File: config.mk
export PLATFORM = sky130hd
export DESIGN_NAME = hsl_to_rgb_converter_flat
export DESIGN_NICKNAME = d
export VERILOG_FILES = /design/src/hdl/hsl2rgb_pkg.sv /design/src/hdl/hsl2rgb_in_if.sv /design/src/hdl/hsl2rgb_out_if.sv /design/src/hdl/hsl2rgb_dp.sv /design/src/hdl/hsl_to_rgb_converter.sv /design/src/flat_wrapper.sv
export VERILOG_INCLUDE_DIRS = /design/src /design/src/hdl
export SDC_FILE = /design/constraint.sdc
export NUM_CORES = 2
export LEC_CHECK = 0
export ABC_AREA = 1
export BUFFER_PORTS_ARGS = -buffer_cell sky130_fd_sc_hd__buf_2
export CELL_PAD_IN_SITES_DETAIL_PLACEMENT = 1
export CELL_PAD_IN_SITES_GLOBAL_PLACEMENT = 1
export CORE_MARGIN = 4
export CORE_UTILIZATION = 35
export DETAILED_ROUTE_END_ITERATION = 6
export GPL_TIMING_DRIVEN = 0
export MAX_ROUTING_LAYER = met4
export PLACE_DENSITY_LB_ADDON = 0.05
export SLEW_MARGIN = 20
export SYNTH_ARGS = -nofsm -noshare
export SYNTH_HDL_FRONTEND = slang
export SYNTH_SLANG_ARGS = --single-unit
File: constraint.sdc
create_clock -name i_clk -period 5.85 [get_ports i_clk]
set_input_delay 0.2925 -clock i_clk [delete_from_list [all_inputs] [get_ports i_clk]]
set_output_delay 0.2925 -clock i_clk [all_outputs]
set_load 0.02 [all_outputs]
File: src/hdl/hsl_to_rgb_converter_macros.svh
// assertion macros for the converter rtl
`ifndef HSL_TO_RGB_CONVERTER_MACROS_SVH
`define HSL_TO_RGB_CONVERTER_MACROS_SVH

// condition holds at every clock edge out of reset
`define HSL2RGB_ASSERT_HOLDS(label, clk, rst_n, cond, msg) \
    label: assert property (@(posedge clk) disable iff (!rst_n) (cond)) else $error(msg);

// consequent holds in the same cycle as the antecedent
`define HSL2RGB_ASSERT_IMP(label, clk, rst_n, ante, cons, msg) \
    label: assert property (@(posedge clk) disable iff (!rst_n) (ante) |-> (cons)) \
        else $error(msg);

// consequent holds in the cycle after the antecedent
`define HSL2RGB_ASSERT_NEXT(label, clk, rst_n, ante, cons, msg) \
    label: assert property (@(posedge clk) disable iff (!rst_n) (ante) |=> (cons)) \
        else $error(msg);

`endif

File: src/hdl/hsl2rgb_pkg.sv
package hsl2rgb_pkg;

    // default fixed point format of saturation, luminance and alpha
    localparam int FRAC_BITS_DEF = 12;

    // payload widths
    localparam int HUE_W = 9;
    localparam int Q_W   = 13;
    localparam int CH_W  = 8;

    // pipeline depth
    localparam int STAGES = 4;

    // colour wheel constants
    localparam int SECTOR_DEG = 60;
    localparam logic [HUE_W-1:0] HUE_MAX = HUE_W'(360);
    localparam int CHAN_MAX = 255;

    // 255*v/den rounded: numerator and denominator share a factor of 15,
    // leaving a multiply by 17 and a power of two shift
    localparam int RND_MUL = CHAN_MAX / 15;

    // width of the triangle weight, 0 to 60
    localparam int K_W = 6;

    typedef enum logic [2:0] {
        SEC_0 = 3'd0,
        SEC_1 = 3'd1,
        SEC_2 = 3'd2,
        SEC_3 = 3'd3,
        SEC_4 = 3'd4,
        SEC_5 = 3'd5
    } t_sector;

    // first hue of each 60 degree sector
    function automatic logic [HUE_W-1:0] sector_start(t_sector sec);
        logic [HUE_W-1:0] start;
        unique case (sec)
            SEC_0:   start = HUE_W'(0);
            SEC_1:   start = HUE_W'(SECTOR_DEG);
            SEC_2:   start = HUE_W'(2 * SECTOR_DEG);
            SEC_3:   start = HUE_W'(3 * SECTOR_DEG);
            SEC_4:   start = HUE_W'(4 * SECTOR_DEG);
            SEC_5:   start = HUE_W'(5 * SECTOR_DEG);
            default: start = HUE_W'(0);
        endcase
        return start;
    endfunction

endpackage

File: src/hdl/hsl2rgb_in_if.sv
// hsl colour channel
interface hsl2rgb_in_if import hsl2rgb_pkg::*; ();
    logic             valid;
    logic             ready;
    logic [HUE_W-1:0] hue_deg;
    logic [Q_W-1:0]   sat_q;
    logic [Q_W-1:0]   lum_q;
    logic [Q_W-1:0]   alpha_q;

    modport source (
        output valid, hue_deg, sat_q, lum_q, alpha_q,
        input  ready
    );

    modport sink (
        input  valid, hue_deg, sat_q, lum_q, alpha_q,
        output ready
    );
endinterface

File: src/hdl/hsl2rgb_out_if.sv
// rgb colour channel
interface hsl2rgb_out_if import hsl2rgb_pkg::*; ();
    logic            valid;
    logic            ready;
    logic [CH_W-1:0] red_out;
    logic [CH_W-1:0] green_out;
    logic [CH_W-1:0] blue_out;
    logic [Q_W-1:0]  alpha_out;
    logic            range_error;

    modport source (
        output valid, red_out, green_out, blue_out, alpha_out, range_error,
        input  ready
    );

    modport sink (
        input  valid, red_out, green_out, blue_out, alpha_out, range_error,
        output ready
    );
endinterface

File: src/hdl/hsl2rgb_dp.sv
module hsl2rgb_dp import hsl2rgb_pkg::*; #(
    parameter int FRAC_BITS = FRAC_BITS_DEF
) (
    input  logic              i_clk,
    input  logic [STAGES-1:0] i_en,
    input  logic [HUE_W-1:0]  i_hue_deg,
    input  logic [Q_W-1:0]    i_sat_q,
    input  logic [Q_W-1:0]    i_lum_q,
    input  logic [Q_W-1:0]    i_alpha_q,
    output logic [CH_W-1:0]   o_red_out,
    output logic [CH_W-1:0]   o_green_out,
    output logic [CH_W-1:0]   o_blue_out,
    output logic [Q_W-1:0]    o_alpha_out,
    output logic              o_range_error
);

    // widths: a = 1-|2l-1| in units of one, c2 = a*s, channel numerators
    // over one*one*120, rounding sum
    localparam int A_W    = FRAC_BITS + 1;
    localparam int CMP_W  = (FRAC_BITS + 1 > Q_W + 1) ? FRAC_BITS + 1 : Q_W + 1;
    localparam int C2_W   = A_W + Q_W;
    localparam int V_W    = 2 * FRAC_BITS + 7;
    localparam int R_W    = 2 * FRAC_BITS + 11;
    localparam int RND_SH = 2 * FRAC_BITS + 3;

    localparam logic [CMP_W-1:0] ONE_C  = CMP_W'(1) << FRAC_BITS;
    localparam logic [R_W-1:0]   HALF_R = R_W'(1) << (2 * FRAC_BITS + 2);

    // round half up of 255*v/(one*one*120)
    function automatic logic [CH_W-1:0] to_byte(logic [V_W-1:0] v);
        logic [R_W-1:0] acc;
        acc = R_W'(v) * R_W'(RND_MUL) + HALF_R;
        return acc[RND_SH +: CH_W];
    endfunction

    // ---------------- stage 1: clamp, sector, weights ----------------
    logic                 w_hue_over, w_sat_over, w_lum_over, w_alpha_over;
    logic [HUE_W-1:0]     w_hue;
    logic [Q_W-1:0]       w_sat, w_lum, w_alpha;
    t_sector              w_sec;
    logic [HUE_W-1:0]     w_off;
    logic [K_W-1:0]       w_k;
    logic [CMP_W-1:0]     w_two_l, w_dist;
    logic [A_W-1:0]       w_a;

    t_sector              r1_sec;
    logic [K_W-1:0]       r1_k;
    logic [A_W-1:0]       r1_a;
    logic [Q_W-1:0]       r1_sat, r1_lum, r1_alpha;
    logic                 r1_err;

    // range clamping
    always_comb begin
        w_hue_over   = i_hue_deg > HUE_MAX;
        w_sat_over   = CMP_W'(i_sat_q) > ONE_C;
        w_lum_over   = CMP_W'(i_lum_q) > ONE_C;
        w_alpha_over = CMP_W'(i_alpha_q) > ONE_C;
        w_hue        = w_hue_over ? HUE_MAX : i_hue_deg;
        w_sat        = w_sat_over ? Q_W'(ONE_C) : i_sat_q;
        w_lum        = w_lum_over ? Q_W'(ONE_C) : i_lum_q;
        w_alpha      = w_alpha_over ? Q_W'(ONE_C) : i_alpha_q;
    end

    // sector of the hue and triangle weight 60-|h mod 120 - 60|
    always_comb begin
        if (w_hue < HUE_W'(SECTOR_DEG)) begin
            w_sec = SEC_0;
        end else if (w_hue < HUE_W'(2 * SECTOR_DEG)) begin
            w_sec = SEC_1;
        end else if (w_hue < HUE_W'(3 * SECTOR_DEG)) begin
            w_sec = SEC_2;
        end else if (w_hue < HUE_W'(4 * SECTOR_DEG)) begin
            w_sec = SEC_3;
        end else if (w_hue < HUE_W'(5 * SECTOR_DEG)) begin
            w_sec = SEC_4;
        end else begin
            w_sec = SEC_5;
        end
        w_off = w_hue - sector_start(w_sec);
        if (w_sec[0]) begin
            w_k = K_W'(HUE_W'(SECTOR_DEG) - w_off);
        end else begin
            w_k = K_W'(w_off);
        end
    end

    // chroma factor 1-|2l-1|
    always_comb begin
        w_two_l = CMP_W'(w_lum) << 1;
        w_dist  = (w_two_l >= ONE_C) ? (w_two_l - ONE_C) : (ONE_C - w_two_l);
        w_a     = A_W'(ONE_C - w_dist);
    end

    always_ff @(posedge i_clk) begin
        if (i_en[0]) begin
            r1_sec   <= w_sec;
            r1_k     <= w_k;
            r1_a     <= w_a;
            r1_sat   <= w_sat;
            r1_lum   <= w_lum;
            r1_alpha <= w_alpha;
            r1_err   <= w_hue_over | w_sat_over | w_lum_over | w_alpha_over;
        end
    end

    // ---------------- stage 2: chroma ----------------
    t_sector          r2_sec;
    logic [K_W-1:0]   r2_k;
    logic [C2_W-1:0]  r2_c2;
    logic [Q_W-1:0]   r2_lum, r2_alpha;
    logic             r2_err;

    always_ff @(posedge i_clk) begin
        if (i_en[1]) begin
            r2_sec   <= r1_sec;
            r2_k     <= r1_k;
            r2_c2    <= C2_W'(r1_a) * C2_W'(r1_sat);
            r2_lum   <= r1_lum;
            r2_alpha <= r1_alpha;
            r2_err   <= r1_err;
        end
    end

    // ---------------- stage 3: channel numerators ----------------
    logic [V_W-1:0]   w_mn, w_cn, w_xn;

    t_sector          r3_sec;
    logic [V_W-1:0]   r3_vc, r3_vx, r3_vm;
    logic [Q_W-1:0]   r3_alpha;
    logic             r3_err;

    // m = l - c/2, c and x, all over one*one*120
    always_comb begin
        w_mn = ((V_W'(r2_lum) * V_W'(2 * SECTOR_DEG)) << FRAC_BITS)
             - V_W'(r2_c2) * V_W'(SECTOR_DEG);
        w_cn = V_W'(r2_c2) * V_W'(2 * SECTOR_DEG);
        w_xn = (V_W'(r2_c2) * V_W'(r2_k)) << 1;
    end

    always_ff @(posedge i_clk) begin
        if (i_en[2]) begin
            r3_sec   <= r2_sec;
            r3_vc    <= w_cn + w_mn;
            r3_vx    <= w_xn + w_mn;
            r3_vm    <= w_mn;
            r3_alpha <= r2_alpha;
            r3_err   <= r2_err;
        end
    end

    // ---------------- stage 4: channel routing and rounding ----------------
    logic [V_W-1:0]   w_vr, w_vg, w_vb;

    logic [CH_W-1:0]  r4_red, r4_green, r4_blue;
    logic [Q_W-1:0]   r4_alpha;
    logic             r4_err;

    // sector decides which channel takes c+m, x+m or m
    always_comb begin
        case (r3_sec)
            SEC_0: begin
                w_vr = r3_vc; w_vg = r3_vx; w_vb = r3_vm;
            end
            SEC_1: begin
                w_vr = r3_vx; w_vg = r3_vc; w_vb = r3_vm;
            end
            SEC_2: begin
                w_vr = r3_vm; w_vg = r3_vc; w_vb = r3_vx;
            end
            SEC_3: begin
                w_vr = r3_vm; w_vg = r3_vx; w_vb = r3_vc;
            end
            SEC_4: begin
                w_vr = r3_vx; w_vg = r3_vm; w_vb = r3_vc;
            end
            default: begin
                w_vr = r3_vc; w_vg = r3_vm; w_vb = r3_vx;
            end
        endcase
    end

    always_ff @(posedge i_clk) begin
        if (i_en[3]) begin
            r4_red   <= to_byte(w_vr);
            r4_green <= to_byte(w_vg);
            r4_blue  <= to_byte(w_vb);
            r4_alpha <= r3_alpha;
            r4_err   <= r3_err;
        end
    end

    assign o_red_out     = r4_red;
    assign o_green_out   = r4_green;
    assign o_blue_out    = r4_blue;
    assign o_alpha_out   = r4_alpha;
    assign o_range_error = r4_err;

endmodule

File: src/hdl/hsl_to_rgb_converter.sv
// channel   direction   contents
// i_hsl     in          hue_deg, sat_q, lum_q, alpha_q (valid/ready)
// o_rgb     out         red_out, green_out, blue_out, alpha_out, range_error
//
// four register stages: clamp and sector, chroma multiply, channel
// numerators, routing and rounding; one colour per cycle without a stall
// the chroma multiply (FRAC_BITS+1 by 13 bits) sets the longest stage
// reset clears the stage valid bits only
// each stage holds while it is full and the stage after it is blocked, so
// empty stages close up under a stall and o_rgb.ready reaches i_hsl.ready
`include "hsl_to_rgb_converter_macros.svh"

module hsl_to_rgb_converter import hsl2rgb_pkg::*; #(
    parameter int FRAC_BITS = FRAC_BITS_DEF
) (
    input  logic           i_clk,
    input  logic           i_rst_n,
    hsl2rgb_in_if.sink     i_hsl,
    hsl2rgb_out_if.source  o_rgb
);

    localparam int CMP_W = (FRAC_BITS + 1 > Q_W + 1) ? FRAC_BITS + 1 : Q_W + 1;
    localparam logic [CMP_W-1:0] ONE_C = CMP_W'(1) << FRAC_BITS;

    logic [STAGES-1:0] r_vld, n_vld;
    logic [STAGES-1:0] w_en;
    logic              w_in_acc, w_out_acc;

    // stage enables, from the output back to the input
    always_comb begin
        w_en[STAGES-1] = !r_vld[STAGES-1] | o_rgb.ready;
        for (int i = STAGES - 2; i >= 0; i--) begin
            w_en[i] = !r_vld[i] | w_en[i+1];
        end
    end

    // valid bits travel with the data
    always_comb begin
        n_vld = r_vld;
        if (w_en[0]) begin
            n_vld[0] = i_hsl.valid;
        end
        for (int i = 1; i < STAGES; i++) begin
            if (w_en[i]) begin
                n_vld[i] = r_vld[i-1];
            end
        end
    end

    always_ff @(posedge i_clk) begin
        if (!i_rst_n) begin
            r_vld <= '0;
        end else begin
            r_vld <= n_vld;
        end
    end

    assign i_hsl.ready = w_en[0];
    assign o_rgb.valid = r_vld[STAGES-1];
    assign w_in_acc    = i_hsl.valid & i_hsl.ready;
    assign w_out_acc   = o_rgb.valid & o_rgb.ready;

    // arithmetic stages
    hsl2rgb_dp #(
        .FRAC_BITS (FRAC_BITS)
    ) u_dp (
        .i_clk         (i_clk),
        .i_en          (w_en),
        .i_hue_deg     (i_hsl.hue_deg),
        .i_sat_q       (i_hsl.sat_q),
        .i_lum_q       (i_hsl.lum_q),
        .i_alpha_q     (i_hsl.alpha_q),
        .o_red_out     (o_rgb.red_out),
        .o_green_out   (o_rgb.green_out),
        .o_blue_out    (o_rgb.blue_out),
        .o_alpha_out   (o_rgb.alpha_out),
        .o_range_error (o_rgb.range_error)
    );

    // input is only refused with every stage occupied
    `HSL2RGB_ASSERT_IMP(a_full_when_refused, i_clk, i_rst_n, !i_hsl.ready, &r_vld, "input refused with an empty stage")
    // an accepted transaction lands in the first stage
    `HSL2RGB_ASSERT_NEXT(a_accept_enters, i_clk, i_rst_n, w_in_acc, r_vld[0], "accepted transaction lost at entry")
    // items in flight change only by transactions on either side
    `HSL2RGB_ASSERT_HOLDS(a_count_kept, i_clk, i_rst_n, ($countones(r_vld) == ($past($countones(r_vld)) + int'($past(w_in_acc)) - int'($past(w_out_acc)))) || $past(!i_rst_n), "items in flight lost or duplicated")
    // alpha leaves clamped to one
    `HSL2RGB_ASSERT_IMP(a_alpha_clamped, i_clk, i_rst_n, o_rgb.valid, CMP_W'(o_rgb.alpha_out) <= ONE_C, "alpha above one at output")

endmodule

File: src/flat_wrapper.sv
// flat-port wrapper written by rule: the top's interface ports become plain ports
module hsl_to_rgb_converter_flat import hsl2rgb_pkg::*;
#(
    parameter int FRAC_BITS = FRAC_BITS_DEF
)
  (i_clk, i_rst_n, i_hsl_valid, i_hsl_hue_deg, i_hsl_sat_q, i_hsl_lum_q, i_hsl_alpha_q, i_hsl_ready, o_rgb_valid, o_rgb_red_out, o_rgb_green_out, o_rgb_blue_out, o_rgb_alpha_out, o_rgb_range_error, o_rgb_ready);
  hsl2rgb_in_if i_hsl_i ();
  hsl2rgb_out_if o_rgb_i ();
  input  logic i_clk;
  input  logic i_rst_n;
  input wire logic [$bits(i_hsl_i.valid)-1:0] i_hsl_valid;
  input wire logic [$bits(i_hsl_i.hue_deg)-1:0] i_hsl_hue_deg;
  input wire logic [$bits(i_hsl_i.sat_q)-1:0] i_hsl_sat_q;
  input wire logic [$bits(i_hsl_i.lum_q)-1:0] i_hsl_lum_q;
  input wire logic [$bits(i_hsl_i.alpha_q)-1:0] i_hsl_alpha_q;
  output wire logic [$bits(i_hsl_i.ready)-1:0] i_hsl_ready;
  output wire logic [$bits(o_rgb_i.valid)-1:0] o_rgb_valid;
  output wire logic [$bits(o_rgb_i.red_out)-1:0] o_rgb_red_out;
  output wire logic [$bits(o_rgb_i.green_out)-1:0] o_rgb_green_out;
  output wire logic [$bits(o_rgb_i.blue_out)-1:0] o_rgb_blue_out;
  output wire logic [$bits(o_rgb_i.alpha_out)-1:0] o_rgb_alpha_out;
  output wire logic [$bits(o_rgb_i.range_error)-1:0] o_rgb_range_error;
  input wire logic [$bits(o_rgb_i.ready)-1:0] o_rgb_ready;
  assign i_hsl_i.valid = i_hsl_valid;
  assign i_hsl_i.hue_deg = i_hsl_hue_deg;
  assign i_hsl_i.sat_q = i_hsl_sat_q;
  assign i_hsl_i.lum_q = i_hsl_lum_q;
  assign i_hsl_i.alpha_q = i_hsl_alpha_q;
  assign i_hsl_ready = i_hsl_i.ready;
  assign o_rgb_valid = o_rgb_i.valid;
  assign o_rgb_red_out = o_rgb_i.red_out;
  assign o_rgb_green_out = o_rgb_i.green_out;
  assign o_rgb_blue_out = o_rgb_i.blue_out;
  assign o_rgb_alpha_out = o_rgb_i.alpha_out;
  assign o_rgb_range_error = o_rgb_i.range_error;
  assign o_rgb_i.ready = o_rgb_ready;
  hsl_to_rgb_converter #(.FRAC_BITS(FRAC_BITS)) u_core (.i_clk(i_clk), .i_rst_n(i_rst_n), .i_hsl(i_hsl_i), .o_rgb(o_rgb_i));
endmodule
# After elaboration in Yosys (flattened, before gate mapping)
# Index checks and enable logic that the tools add are counted.
dict set report classes {
  n_reduce_logical 11
  bitwise 7
  order_cmp 10
  n_eq_ne 9
  shift 0
  n_div 0
  n_mux 13
  multipliers 8
  addsub 11
}
# op count
set op_table {}
lappend op_table {{$pmux W31 S2} 3}
lappend op_table {{$add A35 B27 Y35 const B} 3}
lappend op_table {{$mul A31 B5 Y35 const B} 3}
lappend op_table {{$add A31 B31 Y31} 2}
lappend op_table {{$gt A13 B13 Y1 const B} 3}
lappend op_table {{$sub A31 B31 Y31} 1}
lappend op_table {{$mul A26 B6 Y30} 1}
lappend op_table {{$pmux W6 S5} 1}
lappend op_table {{$mul A26 B4 Y29 const B} 1}
lappend op_table {{$mul A26 B4 Y28 const B} 1}
lappend op_table {{$mul A13 B13 Y26} 1}
lappend op_table {{$mux W13} 2}
lappend op_table {{$sub A13 B13 Y13 const A} 2}
lappend op_table {{$lt A9 B8 Y1 const B} 2}
lappend op_table {{$mul A13 B4 Y16 const B} 1}
lappend op_table {{$ge A14 B13 Y1 const B} 1}
lappend op_table {{$sub A13 B13 Y13 const B} 1}
lappend op_table {{$eq A3 B2 Y1 const B} 4}
lappend op_table {{$mux W3} 4}
lappend op_table {{$reduce_or A2 Y1} 6}
lappend op_table {{$eq A3 B3 Y1 const B} 3}
lappend op_table {{$gt A9 B9 Y1 const B} 1}
lappend op_table {{$lt A9 B6 Y1 const B} 1}
lappend op_table {{$lt A9 B7 Y1 const B} 1}
lappend op_table {{other kinds (10)} 20}
dict set report word_totals {
  inputBits 52
  out_inout_bits 40
  ramBits 0
  n_memories 0
  romBits 0
  word_cells 97
  reg_bits 276
  latchBits 0
}

# Longest topological paths before layout
dict set report depth {
  word_depth 13
  depth_mapped 39
  depth_no_buf 38
}

# Hierarchy
# A second synthesis with hierarchy kept.
dict set report hier_totals {
  hier_cells 3701
  hier_area_um2 31596.6
}
# mod instances area_each_um2 seq_area_each_um2 cells_per_inst
set modules_own_cells {}
lappend modules_own_cells {hsl2rgb_dp 1 31430.1 7807.5 3682}
lappend modules_own_cells {hsl_to_rgb_converter 1 166.4 80.1 19}

# Worst setup path before layout
# OpenSTA, ideal clock, no wires.
dict set report synth_timing {
  path_type {reg2reg}
  from {register u_core.u_dp.r2_c2[2]}
  to {register u_core.u_dp.r3_vc[29], data pin}
  slack_ns 0.130
  setup_ns 0.252
  t_required_ns 5.598
  path_buffers 0
  stages_incl_launch_ff 37
  arrival_ns 5.468
  synth_period_minus_slack_ns 5.720
  path_cell_list {edfxtp_1 fa_1 fa_1 inv_1 fa_1 inv_1 nand3_1 nand2_2 nand3_2 nand2_2 a21oi_2 inv_1 nand3_1 o21ai_0 xor2_1 inv_1 ha_1 nand2_1 nor2_1 nand4_1 nand2_1 nand3_1 nand2_1 nand4_1 nand2_1 xor2_1 ha_1 nand2_1 inv_1 a221oi_1 nand4_1 nand2_1 inv_1 nand3_1 nand2_1 nand2_1 nand2_1}
}
dict set report synth_between {
  elab_chain_len 3
  word_cells_on_any_way 4
  cone_classes {add/sub: 2; mul: 2}
}
# element line
set synth_rtl {}
lappend synth_rtl {{start, declared} hsl2rgb_dp.sv:109} ;# logic [C2_W-1:0] r2_c2;
lappend synth_rtl {{start signal, assigned} hsl2rgb_dp.sv:117} ;# r2_c2 <= C2_W'(r1_a) * C2_W'(r1_sat);
lappend synth_rtl {{$mul A26 B4 Y29} hsl2rgb_dp.sv:135} ;# - V_W'(r2_c2) * V_W'(SECTOR_DEG);
lappend synth_rtl {{$sub A31 B31 Y31} hsl2rgb_dp.sv:135}
lappend synth_rtl {{net u_core.u_dp.w_mn[25]} hsl2rgb_dp.sv:125} ;# logic [V_W-1:0] w_mn, w_cn, w_xn;
lappend synth_rtl {{$add A31 B31 Y31} hsl2rgb_dp.sv:143} ;# r3_vc <= w_cn + w_mn;
lappend synth_rtl {{end signal, assigned} hsl2rgb_dp.sv:143}
lappend synth_rtl {{end, declared} hsl2rgb_dp.sv:128} ;# logic [V_W-1:0] r3_vc, r3_vx, r3_vm;
# The timed path passes the listed nets, and every way through them passes these cells.
# A chain may end at the register's enable or synchronous reset.

# Final worst setup path
dict set report layout_timing {
  from {register u_core.u_dp.r2_c2[5]}
  to {register u_core.u_dp.r3_vx[29], data pin}
}
dict set report layout_between {
  elab_chain_len 3
  word_cells_on_any_way 4
  cone_classes {add/sub: 2; mul: 2}
}
# element line
set layout_rtl {}
lappend layout_rtl {{$mul A26 B4 Y29} hsl2rgb_dp.sv:135}
lappend layout_rtl {{$sub A31 B31 Y31} hsl2rgb_dp.sv:135}
lappend layout_rtl {{net u_core.u_dp.w_mn[22]} hsl2rgb_dp.sv:125}
lappend layout_rtl {{$add A31 B31 Y31} hsl2rgb_dp.sv:144} ;# r3_vx <= w_xn + w_mn;
lappend layout_rtl {{end signal, assigned} hsl2rgb_dp.sv:144}
lappend layout_rtl {{end, declared} hsl2rgb_dp.sv:128}
# The timed path passes the listed nets, and every way through them passes these cells.

==> results.json <==
{
  "cpMaxStageDelayCell": "fa_1",
  "cp_data_arrival_time_ns": 6.40,
  "die_w_um": 310,
  "multi_input_area_um2": 22600,
  "status": "finished, violations left",
  "crit_type": "flop to flop",
  "wl_per_cell_um": 18.7,
  "crit_buf_inv": 6,
  "slowest_delay_ns": 0.52,
  "hold_class": "primary input to flop",
  "max_cap_violations": 0,
  "cpMostUsedCell": "nand2_1",
  "cts_tree": "built",
  "area_growth_pct": 18.0,
  "slew-limit-headroom_pct": 37.7,
  "grt_overflow": 0,
  "track_usage_pct": 21.2,
  "die_h_um": 310,
  "crit_required_ns": 6.20,
  "fin_cells": 5183,
  "tightest_slew_ns": 0.928,
  "place.gp.congestion": 0.922,
  "hold_violations": 0,
  "cts_buffers": 36,
  "synth_cell_types": 59,
  "maxSlewViolCount": 0,
  "grt_max_degree": 85,
  "final_common_cell": "nand2_1",
  "cp-start-kind": "flop",
  "port_buffers": 91,
  "die_area_um2": 96100,
  "ys_warn_count": 0,
  "clk_pin_slew_ns": 0.06,
  "n_antenna_cell": 0,
  "final.setup.worst_slack_ns": -0.204,
  "vias": 25400,
  "synth_seq_cells": 264,
  "worstPathMaxFanout": 5,
  "finClkSkew_ns": 0.0219,
  "seq_area_um2": 7890,
  "clk_latency_ns": 0.60,
  "detail-route-antenna-nets": 0,
  "fin_crit_sh_pct": 103,
  "routed_wl_um": 96700,
  "synth_area_um2": 31900,
  "layout-drive-gt1-share_pct": 14.7,
  "dp.cells": 5001,
  "drtPass1Iterations": 4,
  "synth_top_flop_cell": "edfxtp_1",
  "syn_nets": 4500,
  "grt_pass1_vias": 27800,
  "synth-seq-area-share_pct": 24.7,
  "fin_nets": 4750,
  "period_minus_slack_ns": 6.05,
  "syn_avg_cell_area_um2": 8.56,
  "drc": 0,
  "start_util_pct": 35.4,
  "ctsLongestPathBuffers": 3,
  "cts-htree-levels": 2,
  "rows": 110,
  "fmax_mhz": 165,
  "synth_cells": 3730,
  "async_reset_ff_share_pct": 0,
  "root_buffer": "clkbuf_16",
  "post_drt_via_cell_ratio": 4.91,
  "post-dp-hpwl_um": 80800,
  "clock_sinks": 264,
  "synth_edf_count": 260,
  "drt_iter0_drc": 846,
  "grt_pass1_wl_um": 154000,
  "final_cell_mix": "nand2_1 (759), inv_1 (650), ha_1 (399)",
  "fin_setup_tns_ns": -0.667,
  "rsz0062_at_grt": "yes",
  "antenna_found_initial": 1,
  "cp_top_family": "adder cells",
  "cp-end-kind": "flop",
  "fill_cells": 10600,
  "ios": 92,
  "violations": "negative setup slack",
  "core_region_area_um2": 90300,
  "setup_viol": 4
}
routing by layer:
metal	wire [um]	part of all wire (%)	GRT usage, %	up-vias
met3	2000	2.1	2.27	114
met5	0	0	-	-
li1	-	-	-	12700
met4	2430	2.5	5.15	0
met1	41200	43	24.7	12400
met2	51000	53	38.9	222
registers in the layout, summed over array words and instances, names as in the netlist, 4 cells and up:
register                 flops
u_core.u_dp.r2_lum          13
u_core.u_dp.r2_alpha        13
u_core.u_dp.r1_a            11
u_core.u_dp.o_green_out      8
u_core.u_dp.o_blue_out       8
u_core.u_dp.r2_c2           25
u_core.u_dp.r1_k             6
u_core.u_dp.r3_alpha        13
u_core.u_dp.r1_lum          13
u_core.u_dp.r3_vm           27
u_core.u_dp.r3_vx           29
u_core.u_dp.r1_sat          13
u_core.u_dp.o_red_out        8
u_core.u_dp.o_alpha_out     13
u_core.u_dp.r3_vc           28
u_core.u_dp.r2_k             6
u_core.r_vld                 4
u_core.u_dp.r1_alpha        13
final cells by class:
cell class,instances,area share (%)
Tap cell,1176,3.90
Inverter,692,6.95
Multi-Input combinational cell,2699,59.9
Clock inverter,26,0.770
Clock buffer,39,2.42
Sequential cell,264,20.9
Buffer,63,0.880
Timing Repair Buffer,224,4.23
logic make-up after synthesis:
kind of cell,share of synthesized area (%)
muxes,0.0314
adders and majority gates,34.7
and+or+nand+nor,16.1
xor gates and xnor gates,5.45
DFF,24.7
AOI/OAI and AO/OA,10.0
buffers and inverters,9.04
tightest hold or removal path, cell delays in order:
cell	delay (ns)
buf_2	0.09
inv_1	0.04
nor2_1	0.09
timing repair:
item | CTS | global route
hold buffers | 17 | 0
endpoints found under the hold margin | 18 | 0
setup endpoints to repair | 44 | 27
pin swaps | 63 | 41
gates resized for setup | 223 | 126
buffers inserted | 91 | 22
cell usage after synthesis (all sizes together), types with 19 or more instances:
master    n  area, um2
a21oi   286       1450
o211ai   24        180
a21o     19        143
nand3   135        723
nor3     41        220
nand2   816       3170
inv     691       2590
xor2    133       1180
nor2    166        656
ha      440       5510
xnor2    64        561
edfxtp  260       7810
fa      278       5570
nand4    32        200
clkbuf   67        251
o21ai   152        764
a22oi    21        158
per-stage QoR:
stage               hold WS (ns)  worst slack (ns)  util [%]  area, um2
floorplan                  0.400             0.130         -      31900
global placement           0.400             -2.08      37.5      33900
detailed placement         0.406             -1.74      37.6      34000
CTS                      0.00293            -0.221      41.0      37000
global route              0.0145            -0.580      41.7      37700
finish                    0.0465            -0.204      41.7      37700
final timing paths:
kind         cells after the start               startpoint  slack, ns                       to
max                             35     u_core.u_dp.r2_c2[5]      -0.20    u_core.u_dp.r3_vx[29]
min                              3         i_hsl_alpha_q[6]       0.05  u_core.u_dp.r1_alpha[6]
max reg2reg                     35     u_core.u_dp.r2_c2[5]      -0.20    u_core.u_dp.r3_vx[29]
min reg2reg                      0  u_core.u_dp.r2_alpha[3]       0.41  u_core.u_dp.r3_alpha[3]
Power is not shown: default switching activity piles up to over one toggle a cycle in this logic, so the estimate is an artifact.
